$ cat config.mk
export PLATFORM = sky130hd
export DESIGN_NAME = fit_policy_block_allocator
export DESIGN_NICKNAME = d
export VERILOG_FILES = /design/src/fpba_pkg.sv /design/src/fpba_ram.sv /design/src/fit_policy_block_allocator.sv
export VERILOG_INCLUDE_DIRS = /design/src /design/src/src
export SDC_FILE = /design/constraint.sdc
export NUM_CORES = 1
export LEC_CHECK = 0
export BUFFER_PORTS_ARGS = -buffer_cell sky130_fd_sc_hd__buf_2
export CAP_MARGIN = 40
export CORE_MARGIN = 1
export CORE_UTILIZATION = 60
export DETAILED_ROUTE_END_ITERATION = 16
export GPL_ROUTABILITY_DRIVEN = 1
export PLACE_DENSITY = 0.79
export SLEW_MARGIN = 30
export SYNTH_ARGS = -nofsm -noshare
export SYNTH_HDL_FRONTEND = slang
export SYNTH_HIERARCHICAL = 1
export SYNTH_SLANG_ARGS = --single-unit
$ cat constraint.sdc
create_clock -name clk_i -period 12.3 [get_ports clk_i]
set_input_delay 2.46 -clock clk_i [delete_from_list [all_inputs] [get_ports clk_i]]
set_output_delay 2.46 -clock clk_i [all_outputs]
set_load 0.02 [all_outputs]
$ cat src/assert_macros.svh
// assertion macros shared by the allocator rtl
// no dependencies; included by files that carry concurrent checks
`ifndef ASSERT_MACROS_SVH
`define ASSERT_MACROS_SVH

// property must hold at every clock edge out of reset
`define ASSERT_HOLDS(lbl, clk, rstn, prop, msg) \
  lbl: assert property (@(posedge clk) disable iff (!(rstn)) (prop)) else $error(msg);

// consequent must hold in the cycle after the antecedent
`define ASSERT_NEXT(lbl, clk, rstn, ante, cons, msg) \
  lbl: assert property (@(posedge clk) disable iff (!(rstn)) (ante) |=> (cons)) else $error(msg);

`endif

$ cat src/fpba_pkg.sv
// constants and codes for the fit policy block allocator
// no dependencies
package fpba_pkg;

  // field widths of the stream items
  localparam int unsigned SLOT_W    = 4;
  localparam int unsigned AMOUNT_W  = 16;
  localparam int unsigned S_TDATA_W = 24;
  localparam int unsigned M_TDATA_W = 24;

  // configuration port
  localparam int unsigned CFG_IDX_W  = 2;
  localparam int unsigned CFG_DATA_W = 5;
  localparam logic [CFG_IDX_W-1:0] REG_FIT_POLICY    = 2'd0;
  localparam logic [CFG_IDX_W-1:0] REG_BLOCKS_IN_USE = 2'd1;

  // fit policy codes
  localparam logic [1:0] FIT_FIRST = 2'd0;
  localparam logic [1:0] FIT_BEST  = 2'd1;
  localparam logic [1:0] FIT_WORST = 2'd2;
  localparam logic [1:0] FIT_NONE  = 2'd3;

  // operation codes
  localparam logic OP_LOAD  = 1'b0;
  localparam logic OP_ALLOC = 1'b1;

  localparam logic [1:0] FIT_POLICY_RST    = FIT_FIRST;
  localparam logic [4:0] BLOCKS_IN_USE_RST = 5'd16;

endpackage

$ cat src/fpba_ram.sv
// generic simple dual port ram, one write and one registered read port
// no dependencies
module fpba_ram #(
  parameter int unsigned WIDTH = 16,
  parameter int unsigned DEPTH = 16,
  localparam int unsigned AW = (DEPTH > 1) ? $clog2(DEPTH) : 1
) (
  input  logic             clk_i,
  input  logic             we_i,
  input  logic [AW-1:0]    waddr_i,
  input  logic [WIDTH-1:0] wdata_i,
  input  logic             re_i,
  input  logic [AW-1:0]    raddr_i,
  output logic [WIDTH-1:0] rdata_o
);

  logic [WIDTH-1:0] mem_q [DEPTH];
  logic [WIDTH-1:0] rdata_q;

  always_ff @(posedge clk_i) begin
    if (we_i) begin
      mem_q[waddr_i] <= wdata_i;
    end
    if (re_i) begin
      rdata_q <= mem_q[raddr_i];
    end
  end

  assign rdata_o = rdata_q;

endmodule

$ cat src/fit_policy_block_allocator.sv
// fit policy block allocator top level: free size table, scan sequencer, output register
// depends on fpba_pkg, fpba_ram and assert_macros.svh
//
// The block keeps the remaining free size of up to MAX_BLOCKS memory blocks in a
// small ram. A load item (tuser 0) writes one block's size and gives no result;
// a load to a slot at or above MAX_BLOCKS is dropped. An allocate item (tuser 1)
// asks for a size and gives exactly one result item: the granted block index and
// its size after subtraction, or tuser 0 with zero data when nothing fits. Under
// first fit the lowest fitting block wins, under best fit the smallest, under
// worst fit the largest, with ties going to the higher index; policy code 3
// never grants. Blocks 0 up to blocks_in_use-1 are searched (capped at
// MAX_BLOCKS); a block must be loaded before it is searched. Sequencing: an
// allocate walks the table one entry per cycle through the single ram read
// port and one shared compare unit; the input stays held off through the scan
// and the done step, which writes back and loads the result register. An
// allocate that searches nothing goes straight to the done step, which waits
// while an earlier result still sits in the result register. The result
// register lets the next item in while a result waits, but a second result
// cannot leave the sequencer until the first one is taken. Configuration may
// only be written while idle.
`include "assert_macros.svh"

module fit_policy_block_allocator #(
  parameter int unsigned MAX_BLOCKS = 16,
  parameter int unsigned SIZE_BITS  = 16
) (
  input  logic clk_i,
  input  logic rst_ni,

  // configuration writes
  input  logic                             cfg_valid_i,
  output logic                             cfg_ready_o,
  input  logic [fpba_pkg::CFG_IDX_W-1:0]   cfg_index_i,
  input  logic [fpba_pkg::CFG_DATA_W-1:0]  cfg_data_i,

  // request items
  input  logic                             s_axis_tvalid_i,
  output logic                             s_axis_tready_o,
  // [3:0] block_slot, [19:4] amount, [23:20] zero
  input  logic [fpba_pkg::S_TDATA_W-1:0]   s_axis_tdata_i,
  // [0] operation
  input  logic                             s_axis_tuser_i,

  // result items
  output logic                             m_axis_tvalid_o,
  input  logic                             m_axis_tready_i,
  // [3:0] granted_block, [19:4] space_left, [23:20] zero
  output logic [fpba_pkg::M_TDATA_W-1:0]   m_axis_tdata_o,
  // [0] allocated
  output logic                             m_axis_tuser_o
);

  localparam int unsigned IDX_W = $clog2(MAX_BLOCKS);
  localparam int unsigned CNT_W = $clog2(MAX_BLOCKS + 1);

  // sequencer states
  localparam logic [1:0] ST_IDLE = 2'd0;
  localparam logic [1:0] ST_SCAN = 2'd1;
  localparam logic [1:0] ST_DONE = 2'd2;

  // configuration registers
  logic [1:0] fit_policy_q, fit_policy_d;
  logic [4:0] blocks_in_use_q, blocks_in_use_d;

  // sequencer control
  logic [1:0]       state_q, state_d;
  logic [CNT_W-1:0] rd_idx_q, rd_idx_d;   // next entry to read
  logic [CNT_W-1:0] count_q, count_d;     // entries to search for this item
  logic             chk_vld_q, chk_vld_d; // ram data is back for chk_idx
  logic [IDX_W-1:0] chk_idx_q, chk_idx_d;
  logic             found_q, found_d;

  // item payload and running pick
  logic [1:0]           policy_q, policy_d;
  logic [SIZE_BITS-1:0] amt_q, amt_d;
  logic [SIZE_BITS-1:0] best_q, best_d;
  logic [IDX_W-1:0]     pick_q, pick_d;

  // result register
  logic                             m_valid_q, m_valid_d;
  logic                             m_alloc_q, m_alloc_d;
  logic [fpba_pkg::SLOT_W-1:0]      m_block_q, m_block_d;
  logic [fpba_pkg::AMOUNT_W-1:0]    m_space_q, m_space_d;

  // request fields
  logic                          in_op;
  logic [fpba_pkg::SLOT_W-1:0]   in_slot;
  logic [fpba_pkg::AMOUNT_W-1:0] in_amount;
  logic [SIZE_BITS-1:0]          in_amt;
  logic [IDX_W+fpba_pkg::SLOT_W-1:0] slot_ext;
  logic                          in_fire;
  logic                          cfg_fire;
  logic [CNT_W-1:0]              search_cnt;

  // ram ports
  logic                 ram_we;
  logic [IDX_W-1:0]     ram_waddr;
  logic [SIZE_BITS-1:0] ram_wdata;
  logic                 ram_re;
  logic [SIZE_BITS-1:0] ram_rdata;

  // shared compare unit
  logic fits;
  logic better;
  logic take;
  logic out_free;
  logic [SIZE_BITS-1:0] remain;

  assign in_op     = s_axis_tuser_i;
  assign in_slot   = s_axis_tdata_i[fpba_pkg::SLOT_W-1:0];
  assign in_amount = s_axis_tdata_i[fpba_pkg::SLOT_W +: fpba_pkg::AMOUNT_W];
  assign in_amt    = SIZE_BITS'(in_amount);
  assign slot_ext  = (IDX_W + fpba_pkg::SLOT_W)'(in_slot);

  assign cfg_ready_o     = 1'b1;
  assign cfg_fire        = cfg_valid_i;
  assign s_axis_tready_o = (state_q == ST_IDLE);
  assign in_fire         = s_axis_tvalid_i && s_axis_tready_o;

  // number of searched blocks, saturated to the table depth
  always_comb begin
    if (32'(blocks_in_use_q) > 32'(MAX_BLOCKS)) begin
      search_cnt = CNT_W'(MAX_BLOCKS);
    end else begin
      search_cnt = CNT_W'(blocks_in_use_q);
    end
  end

  // the one comparator pair that every scan step goes through
  assign fits = (amt_q <= ram_rdata);
  always_comb begin
    case (policy_q)
      fpba_pkg::FIT_BEST:  better = (ram_rdata <= best_q);
      fpba_pkg::FIT_WORST: better = (ram_rdata >= best_q);
      default:             better = 1'b0;
    endcase
  end
  assign take   = chk_vld_q && fits && (!found_q || better);
  assign remain = best_q - amt_q;

  assign out_free = !m_valid_q || m_axis_tready_i;
  assign ram_re   = (state_q == ST_SCAN) && (rd_idx_q < count_q);

  always_comb begin
    fit_policy_d    = fit_policy_q;
    blocks_in_use_d = blocks_in_use_q;
    state_d   = state_q;
    rd_idx_d  = rd_idx_q;
    count_d   = count_q;
    chk_vld_d = 1'b0;
    chk_idx_d = chk_idx_q;
    found_d   = found_q;
    policy_d  = policy_q;
    amt_d     = amt_q;
    best_d    = best_q;
    pick_d    = pick_q;
    m_valid_d = m_valid_q && !m_axis_tready_i;
    m_alloc_d = m_alloc_q;
    m_block_d = m_block_q;
    m_space_d = m_space_q;
    ram_we    = 1'b0;
    ram_waddr = pick_q;
    ram_wdata = remain;

    if (cfg_fire) begin
      case (cfg_index_i)
        fpba_pkg::REG_FIT_POLICY:    fit_policy_d    = cfg_data_i[1:0];
        fpba_pkg::REG_BLOCKS_IN_USE: blocks_in_use_d = cfg_data_i;
        default: ;
      endcase
    end

    case (state_q)
      ST_IDLE: begin
        if (in_fire) begin
          if (in_op == fpba_pkg::OP_LOAD) begin
            // loads beyond the table are dropped
            ram_we    = (32'(in_slot) < 32'(MAX_BLOCKS));
            ram_waddr = slot_ext[IDX_W-1:0];
            ram_wdata = in_amt;
          end else begin
            policy_d = fit_policy_q;
            amt_d    = in_amt;
            count_d  = search_cnt;
            rd_idx_d = '0;
            found_d  = 1'b0;
            if ((fit_policy_q == fpba_pkg::FIT_NONE) || (search_cnt == '0)) begin
              state_d = ST_DONE;
            end else begin
              state_d = ST_SCAN;
            end
          end
        end
      end
      ST_SCAN: begin
        if (ram_re) begin
          rd_idx_d  = rd_idx_q + 1'b1;
          chk_vld_d = 1'b1;
          chk_idx_d = rd_idx_q[IDX_W-1:0];
        end
        if (take) begin
          found_d = 1'b1;
          pick_d  = chk_idx_q;
          best_d  = ram_rdata;
        end else if (!ram_re && !chk_vld_q) begin
          state_d = ST_DONE;
        end
      end
      ST_DONE: begin
        if (out_free) begin
          m_valid_d = 1'b1;
          m_alloc_d = found_q;
          if (found_q) begin
            ram_we    = 1'b1;
            m_block_d = fpba_pkg::SLOT_W'(pick_q);
            m_space_d = fpba_pkg::AMOUNT_W'(remain);
          end else begin
            m_block_d = '0;
            m_space_d = '0;
          end
          state_d = ST_IDLE;
        end
      end
      default: begin
        state_d = ST_IDLE;
      end
    endcase
  end

  always_ff @(posedge clk_i or negedge rst_ni) begin
    if (!rst_ni) begin
      fit_policy_q    <= fpba_pkg::FIT_POLICY_RST;
      blocks_in_use_q <= fpba_pkg::BLOCKS_IN_USE_RST;
      state_q         <= ST_IDLE;
      rd_idx_q        <= '0;
      count_q         <= '0;
      chk_vld_q       <= 1'b0;
      found_q         <= 1'b0;
      m_valid_q       <= 1'b0;
    end else begin
      fit_policy_q    <= fit_policy_d;
      blocks_in_use_q <= blocks_in_use_d;
      state_q         <= state_d;
      rd_idx_q        <= rd_idx_d;
      count_q         <= count_d;
      chk_vld_q       <= chk_vld_d;
      found_q         <= found_d;
      m_valid_q       <= m_valid_d;
    end
  end

  // payload, no reset needed
  always_ff @(posedge clk_i) begin
    chk_idx_q <= chk_idx_d;
    policy_q  <= policy_d;
    amt_q     <= amt_d;
    best_q    <= best_d;
    pick_q    <= pick_d;
    m_alloc_q <= m_alloc_d;
    m_block_q <= m_block_d;
    m_space_q <= m_space_d;
  end

  fpba_ram #(
    .WIDTH (SIZE_BITS),
    .DEPTH (MAX_BLOCKS)
  ) u_free_space (
    .clk_i   (clk_i),
    .we_i    (ram_we),
    .waddr_i (ram_waddr),
    .wdata_i (ram_wdata),
    .re_i    (ram_re),
    .raddr_i (rd_idx_q[IDX_W-1:0]),
    .rdata_o (ram_rdata)
  );

  assign m_axis_tvalid_o = m_valid_q;
  assign m_axis_tuser_o  = m_alloc_q;
  assign m_axis_tdata_o  = {
    (fpba_pkg::M_TDATA_W - fpba_pkg::AMOUNT_W - fpba_pkg::SLOT_W)'(0),
    m_space_q,
    m_block_q
  };

  // the read pointer never runs past the searched range
  `ASSERT_HOLDS(a_rd_idx_range, clk_i, rst_ni,
    (state_q != ST_SCAN) || (rd_idx_q <= count_q), "scan read pointer past block count")
  // a compare step only happens while scanning
  `ASSERT_HOLDS(a_chk_in_scan, clk_i, rst_ni,
    !chk_vld_q || (state_q == ST_SCAN), "compare step outside of scan")
  // a pick always lies inside the searched range
  `ASSERT_HOLDS(a_pick_range, clk_i, rst_ni,
    !found_q || (state_q == ST_IDLE) || (32'(pick_q) < 32'(count_q)),
    "picked block outside searched range")
  // a finished search hands its result over and frees the input
  `ASSERT_NEXT(a_done_release, clk_i, rst_ni,
    (state_q == ST_DONE) && out_free, m_valid_q && (state_q == ST_IDLE),
    "finished search did not deliver its result")

endmodule

# After elaboration in Yosys (flattened, before gate mapping)
# Memory sizes are Yosys's and may differ from the RTL's. A register that Yosys moved wholly into a read port is not among the register bits.
# Cells that the tools add are included.
[word_totals]
ram_bits = 256
memories = 1
reg_bits = 85
out_inout_bits = 28
[mem_list]
columns = ["name", "words", "width", "rd", "rd_clocked_by_memory_dff", "write_ports", "line_no", "text"]
rows = [
  ["u_free_space.mem_q", 16, 16, 1, 1, 1, "fpba_ram.sv:17", "logic [WIDTH-1:0] mem_q [DEPTH];"],
]
[classes]
n_eq_ne = 13
n_lt_le_gt_ge = 5
n_addsub = 2
muxes = 34
reduce_logical = 27
[ops]
columns = ["cell", "n"]
rows = [
  ["$mux W16", 3],
  ["$le A16 B16 Y1", 2],
  ["$mux W5", 4],
  ["$ge A16 B16 Y1", 1],
  ["$sub A16 B16 Y16", 1],
  ["$mux W1", 13],
  ["$mux W2", 6],
  ["$mux W4", 3],
  ["$pmux W5 S2", 1],
  ["$reduce_and A2 Y1", 5],
  ["$ne A2 B2 Y1 const B", 4],
  ["$reduce_and A4 Y1", 2],
  ["$eq A2 B1 Y1 const B", 3],
  ["$eq A2 B2 Y1 const B", 3],
  ["$logic_and A1 B1 Y1", 6],
  ["$ne A2 B1 Y1 const B", 3],
  ["$pmux W1 S2", 3],
  ["$pmux W2 S3", 1],
  ["$add A5 B1 Y5 const B", 1],
  ["$gt A5 B5 Y1 const B", 1],
  ["$logic_not A1 Y1", 5],
  ["$logic_not A5 Y1", 1],
  ["$lt A5 B5 Y1", 1],
  ["$reduce_and A5 Y1", 1],
  ["4 further kinds", 7],
]

# Depth between registers and ports, before layout
# Gate-level depths: netlist of run 1.
[logic_depth]
ltp_word = 8
mapped_depth = 9
ltp_nobuf = 9

# Cells and area by module
# The synthesis of run 1 kept the hierarchy.
[by_module_without_submodules]
columns = ["mod", "area_each_um2", "cells_per_inst", "instances"]
rows = [
  ["fpba_ram", 10202.3, 432, 1],
  ["fit_policy_block_allocator", 4946.0, 468, 1],
]

# Worst setup path before layout of run 1
# OpenSTA, ideal clock, no wires.
[synth_timing]
path_type = "input to register"
start = "input m_axis_tready_i"
end = "memory u_free_space.mem_q[0][0] (enable)"
setup_slack_ns = 6.514
arrival_ns = 5.377
cell_stages = 5
cell_sequence = "nor2b_1 > nor2_1 > a21o_1 > or3b_2 > nor3_1"
[synth_via]
elab_chain_len = 5
[synth_rtl]
columns = ["element", "line_no", "text"]
rows = [
  ["start: declaration", "fit_policy_block_allocator.sv:46", "input logic m_axis_tready_i,"],
  ["$logic_or A1 B1 Y1", "fit_policy_block_allocator.sv:141", "assign out_free = !m_valid_q || m_axis_tready_i;"],
  ["$mux W1", "fit_policy_block_allocator.sv:210", "if (out_free) begin"],
  ["$pmux W1 S2", "fit_policy_block_allocator.sv:173", "case (state_q)"],
  ["via ram_we", "fit_policy_block_allocator.sv:96", "logic ram_we;"],
  ["$mux W1", "fpba_ram.sv:21", "if (we_i) begin"],
  ["$mux W1 (not written as such)", "fpba_ram.sv:22", "mem_q[waddr_i] <= wdata_i;"],
  ["end: declaration", "fpba_ram.sv:17", ""],
]
# The timed path passes the listed nets, and every way through them passes these cells.

# Worst setup path in the final report of run 1
[layout_timing]
start = "input s_axis_tvalid_i"
end = "memory u_free_space.mem_q[0][15] (enable)"
[layout_via]
word_cells_on_any_way = 7
cone_classes = "6 x mux; 1 x reduce/logical"
[layout_rtl]
columns = ["element", "line_no", "text"]
rows = [
  ["start: declaration", "fit_policy_block_allocator.sv:37", "input logic s_axis_tvalid_i,"],
  ["$logic_and A1 B1 Y1", "fit_policy_block_allocator.sv:118", "assign in_fire = s_axis_tvalid_i && s_axis_tready_o;"],
  ["$mux W4", "fit_policy_block_allocator.sv:175", "if (in_fire) begin"],
  ["$mux W4", "fit_policy_block_allocator.sv:173", ""],
  ["via ram_waddr[2]", "fit_policy_block_allocator.sv:97", "logic [IDX_W-1:0] ram_waddr;"],
]
# The timed path passes the listed nets, and every way through them passes these cells.

==> out/results.tsv, run 1 <==
metric	value	unit
final.period_utilization	34.7	%
synth_seq_cells	357	
p_switching	1.07	mW
worstSetupPathType	input port to flip-flop	
crit_slowest_cell	or3b_2	
clock_path_buffers	3	
setup_viol_count_final	0	
initial_core_util	61.7	%
syn_inst	900	
layout.cells.non_filler	1355	
crit_chain	buf_2 -> nand2_1 -> nor2_2 -> buf_4 -> mux2_2 -> or3b_2 -> nor3_2 -> buf_4	
p_sw_share	29.4	%
grt_use_total	24.8	%
yosys_warnings	6	
worstMarginPinSlew	0.763	ns
avgSynthCellArea	16.8	um2
critPathBufInv	3	
synth-async-reset-ratio	6.16	%
cts_post_setup_buffers_inserted	0	
cp_top_family	simple AND/OR/NAND/NOR gates	
cp_data_arrival_time	4.48	ns
maxCapViolCount	0	
internal-power	2.57	mW
core_area	24500	um2
synth_cell_type_count	58	
leakage	6.15	nW
synth_top_family_by_area	multiplexers	
powerDensity	211	nW/um2
final_area	17200	um2
htree_levels	2	
placed_area	16000	um2
relSlewSlack	49.2	%
via_count	8256	
clkPwrFrac	29.9	%
clkTransAtPathRegs	0.06	ns
rsz0062_at_grt	no	
worst_slack	8.03	ns
viasPerCell	6.09	
grt_pass1_vias	8472	
postCtsHoldBufs	0	
power	3.64	mW
gp_congestion	0.913	
critPathLaunchType	input port	
dieHeight	161	um
critPathMostFrequentCell	buf_4	
grt_max_degree	37	
synth-simple-area-share	5.22	%
layout.nets	1096	
numCtsBuffers	37	
synth_seq_area_share	70.1	%
cts_resized	0	
syn-cell-area	15100	um2
syn_to_final_growth	13.8	%
skew	0.0179	ns
cts-root-buf	clkbuf_16	
slew_viol_final	0	
hold_class	flip-flop to flip-flop	
drive_above_1_share	22.8	%
yosys-mux-area-fraction	11.1	%
synthAdderAreaFrac	4.59	%
wl	30.9	mm
drt_first_pass_iters	5	
dp_cells	1288	
dp_hpwl	19.6	mm
synth-edff-count	335	
synth_xor_area_share	0.809	%
io-pin-count	65	
clock_latency	0.54	ns
grt-ovfl-total	0	
multi_input_area	4180	um2
preCtsSetupSlack	7.50	ns
register_area	10600	um2
antenna_found_initial	0	
seqPwrFrac	45.1	%
cts_sinks	357	
finalHoldViolations	0	
num_rows	57	
cts_tree	yes	
drt-initial-drc-count	760	
crit_fanout	36	
status	completed	
place.port_buffers	55	
setup-tns-final	0	ns
layout_min_cycle_time	4.27	ns
synth_compound_area_share	5.49	%
layout_commonest_cell	edfxtp_1	
max_freq	234	MHz
die_area	25900	um2
chipWidth	161	um
endpoint_kind	flip-flop	
ys.flop_type	edfxtp_1	
combPwrFrac	25.0	%
drc	0	
final_cell_mix	335 x edfxtp_1, 60 x inv_1, 60 x nand2_1, 56 x buf_2	
nFillCells	1540	
required	12.50	ns
ir_drop	0.137	mV
grt_pass1_wl	47.6	mm
post_drt_wl_per_cell	22.8	um
diodes	0	
cp_slowest_stage_delay	0.54	ns
final_antenna_net_count	0	
[worst reg2reg max path, cell delays in order, from the launching register on]
cell and delay [ns]:
dfrtp_1 0.48, nor2_1 0.20, nand2_1 0.09, nor2_2 0.08, buf_4 0.38, mux2_2 0.42
or3b_2 0.54, nor3_2 0.13, buf_4 0.31
[Yosys cell counts (5+ instances only)]
master,n,area share [%]
a21oi_1,29,0.96
a22oi_1,32,1.6
and2_1,7,0.29
buf_4,8,0.40
clkbuf_1,13,0.32
dfrtp_1,21,3.5
edfxtp_1,335,66
ha_1,54,4.5
inv_1,60,1.5
mux2_2,14,1.0
mux4_1,10,1.7
mux4_2,54,8.0
nand2_1,60,1.5
nand2b_1,10,0.41
nand3_1,6,0.20
nand3b_1,7,0.35
nand4_1,8,0.33
nor2_1,45,1.1
nor2b_1,5,0.21
nor3_1,9,0.30
o21ai_0,35,1.2
xnor2_1,10,0.58
[registers in the layout (all words and copies together) (netlist names), 5 cells and up]
name	flops
blocks_in_use_q	5
count_q	5
u_free_space/rdata_o	16
best_q	16
u_free_space/mem_q	256
amt_q	16
m_space_q	16
rd_idx_q	5
[through the flow]
stage / hold WS, ns / util, %
final: 0.416 / 70.3
after floorplan: 0.400 / -
after global routing: 0.428 / 70.3
after CTS: 0.418 / 70.2
after detailed placement: 0.405 / 65.4
after global placement: 0.401 / 64.9
[power by group through the flow]
stage | clock network [mW] | registers, mW | logic, mW
finish | 1.09 | 1.64 | 0.909
CTS | 1.10 | 1.64 | 0.911
floorplan | 0 | 1.67 | 0.594
global placement | 0 | 1.66 | 0.843
detailed placement | 0 | 1.66 | 0.898
global route | 1.15 | 1.65 | 0.981
[final timing paths]
kind,from,endpoint,slack (ns),depth (start not counted)
hold reg to reg,chk_idx_q[3],pick_q[3],0.42,0
setup reg to reg,state_q[1],u_free_space/mem_q[0][15],9.36,8
min in group asynchronous,rst_ni,state_q[1],1.90,1
setup / recovery,s_axis_tvalid_i,u_free_space/mem_q[0][15],8.03,8
max in group asynchronous,rst_ni,rd_idx_q[0],10.02,1
hold / removal,chk_idx_q[3],pick_q[3],0.42,0
[layer usage]
layer / global-route usage, % / up-vias / routed length [um]
met3: 3.56 / 54 / 1780
met2: 41.8 / 307 / 15600
met5: 0 / - / 0
met1: 33.7 / 4182 / 12900
li1: - / 3713 / -
met4: 7.72 / 0 / 598
[kinds of logic after synthesis]
family	count (synthesis)
flops	357
simple gates	168
compound gates	129
buf+inv	93
mux	82
fa+ha+maj	55
xor+xnor	14
other cells	2
[cell type report]
| cell class | instances | share of cell area [%] |
|---|---|---|
| inverter | 62 | 1.35 |
| multi-input combinational | 453 | 24.3 |
| tap | 324 | 2.35 |
| clock inverter | 21 | 1.17 |
| sequential | 357 | 61.6 |
| clock buffer | 45 | 5.67 |
| timing repair buffer | 93 | 3.61 |
Note: power is estimated with default switching activity, not from simulation.
==> run 2, diff against run 1 <==
--- a/config.mk
+++ b/config.mk
@@ -6,13 +6,14 @@
 export SDC_FILE = /design/constraint.sdc
 export NUM_CORES = 1
 export LEC_CHECK = 0
+export ABC_AREA = 1
 export BUFFER_PORTS_ARGS = -buffer_cell sky130_fd_sc_hd__buf_2
 export CAP_MARGIN = 40
 export CORE_MARGIN = 1
-export CORE_UTILIZATION = 60
+export CORE_UTILIZATION = 56
 export DETAILED_ROUTE_END_ITERATION = 16
 export GPL_ROUTABILITY_DRIVEN = 1
-export PLACE_DENSITY = 0.79
+export PLACE_DENSITY = 0.77
 export SLEW_MARGIN = 30
 export SYNTH_ARGS = -nofsm -noshare
 export SYNTH_HDL_FRONTEND = slang
==> constraint.sdc (replaced) <==
create_clock -name clk_i -period 3.5 [get_ports clk_i]
set_input_delay 0.7 -clock clk_i [delete_from_list [all_inputs] [get_ports clk_i]]
set_output_delay 0.7 -clock clk_i [all_outputs]
set_load 0.02 [all_outputs]
==> out/results.tsv, run 2 <==
metric	value	unit
cp_slowest_stage_delay	0.41	ns
combPwrFrac	34.8	%
layout.nets	1811	
clkTransAtPathRegs	0.06	ns
rsz0062_at_grt	no	
layout.cells.non_filler	2129	
gp_congestion	0.932	
chipWidth	174	um
synth_seq_cells	357	
synth_seq_area_share	63.9	%
cts_tree	yes	
critical_path.endpoint	u_free_space/mem_q[4][10]	
finalHoldViolations	0	
yosysTopAreaCellShare	60.6	%
preCtsSetupSlack	0.732	ns
cts-root-buf	clkbuf_16	
critPathLaunchType	flip-flop	
hold_class	input port to asynchronous set/reset pin	
htree_levels	2	
dp_cells	2063	
cp_data_arrival_time	2.96	ns
layout_min_cycle_time	2.84	ns
yosys.area.top_type	edfxtp_1	
ir_drop	0.565	mV
drt_first_pass_iters	5	
ys.flop_type	edfxtp_1	
p_sw_share	36.7	%
internal-power	9.56	mW
setup-tns-final	0	ns
num_rows	62	
final.period_utilization	81.0	%
syn_to_final_growth	12.4	%
status	completed	
place.port_buffers	55	
cts_sinks	357	
post_drt_wl_per_cell	17.5	um
multi_input_area	4530	um2
numCtsBuffers	37	
cp_top_family	simple AND/OR/NAND/NOR gates	
avgSynthCellArea	10.2	um2
crit_chain	ha_1 -> fa_1 -> nand3b_1 -> nand2_2 -> a21boi_2 -> nor2_1 -> o22ai_1 -> or2_1 -> nand3_1 -> nand2_1	
crit_fanout	16	
final_cell_mix	463 x nand2_1, 335 x edfxtp_1, 295 x inv_1, 213 x nand3_1, 55 x buf_2	
leakage	8.28	nW
layout_commonest_cell	nand2_1	
syn-cell-area	16600	um2
cts_post_setup_buffers_inserted	0	
largest_reg_flops	256	
synth_most_common_cell	nand2_1	
syn_inst	1635	
dp_hpwl	23.5	mm
regMostFlops	u_free_space/mem_q	
hold_ws	0.134	ns
relSlewSlack	43.4	%
wl	37.3	mm
drive_above_1_share	10.7	%
reg2reg_slack	0.66	ns
crit_cells	10	
clkPwrFrac	25.5	%
diodes	0	
nFillCells	2184	
setup_viol_count_final	0	
grt-ovfl-total	0	
endpoint_kind	flip-flop	
crit_start	amt_q[0]	
utilization	64.5	%
dr.max_layer_used	met4	
reg2reg_to	u_free_space/mem_q[4][10]	
antenna_found_initial	1	
met1_length	15.2	mm
grt_use_total	25.1	%
register_area	10600	um2
r2r_start	amt_q[0]	
clock_latency	0.54	ns
synth-edff-count	335	
slew_viol_final	0	
max_freq	353	MHz
worst_slack	0.664	ns
yosys_warnings	6	
grt_pass1_vias	11341	
grt_max_degree	134	
viasPerCell	5.41	
skew	0.0192	ns
worst-r2r-cell-count	10	
grt_pass1_wl	58.7	mm
crit_slowest_cell	edfxtp_1	
seqPwrFrac	39.7	%
required	3.62	ns
p_switching	5.55	mW
met2WireLength	18.0	mm
postCtsHoldBufs	0	
drt-initial-drc-count	1080	
powerDensity	810	nW/um2
dieHeight	174	um
synth-async-reset-ratio	6.16	%
drc	0	
met3WireLength	2.81	mm
ys_top_cells_by_area	edfxtp_1 61%, nand2_1 10%, inv_1 6.7%, nand3_1 6.4%, ha_1 4.1%	
via_count	11513	
synth_cell_type_count	37	
worstSetupPathType	flip-flop to flip-flop	
worstMarginPinSlew	0.846	ns
initial_core_util	57.4	%
core_area	28900	um2
synth_common_cells	463 x nand2_1, 335 x edfxtp_1, 295 x inv_1	
maxCapViolCount	0	
critPathBufInv	0	
cts_resized	0	
clock_path_buffers	3	
die_area	30300	um2
io-pin-count	65	
final_antenna_net_count	0	
-- run 2: metrics by stage --
stage,area [um2],total power [mW]
after global routing,18700,15.9
after global placement,17400,11.1
final,18700,15.1
after detailed placement,17400,11.2
after CTS,18600,15.1
after floorplan,16600,9.60
-- run 2: cells by family (layout without fill, tap and decap cells) --
group                      after synthesis  in the layout  share of synthesized area (%)
AOI/OAI and AO/OA                       84             84                           2.75
and+or+nand+nor                        761            761                           19.3
DFF                                    357            357                           63.9
adders and majority gates               55             55                           4.19
xor gates and xnor gates                14             14                          0.739
other                                    2              5                         0.0452
muxes                                    1              1                         0.0678
buffers and inverters                  361            468                           9.00
-- run 2: cell type report --
cell class	instances	area share (%)
flip-flops and latches	357	56.9
multi-input cells	920	24.3
inverters	300	6.04
clock buffers	43	5.25
repair buffers	103	3.72
well taps	384	2.58
clock inverters	22	1.21
-- run 2: routing by layer --
metal  track usage (%)  up-vias
met5                 0        -
met3              5.05      103
met4              10.7        0
met2              41.9      492
li1                  -     5482
met1              31.9     5436
-- run 2: worst min path at each step --
stage,cells past startpoint,from,endpoint
final,1,rst_ni,blocks_in_use_q[2]
after global routing,1,rst_ni,fit_policy_q[1]
after CTS,1,rst_ni,blocks_in_use_q[2]
after detailed placement,0,chk_idx_q[2],pick_q[2]
after global placement,0,chk_idx_q[2],pick_q[2]
after floorplan,0,rst_ni,blocks_in_use_q[0]
-- run 2: worst register-to-register path, stage by stage, from the launching register on --
cell and delay, ns:
edfxtp_1 0.41, ha_1 0.24, fa_1 0.40, nand3b_1 0.20, nand2_2 0.18, a21boi_2 0.12
nor2_1 0.12, o22ai_1 0.09, or2_1 0.23, nand3_1 0.07, nand2_1 0.35
-- run 2: power groups by stage --
stage                     logic, mW  registers (mW)  clock network (mW)
after floorplan                3.57            6.04                   0
after global placement         4.99            6.08                   0
after detailed placement       5.12            6.10                   0
after CTS                      5.18            6.01                3.90
after global routing           5.85            6.05                4.06
final                          5.25            6.00                3.85
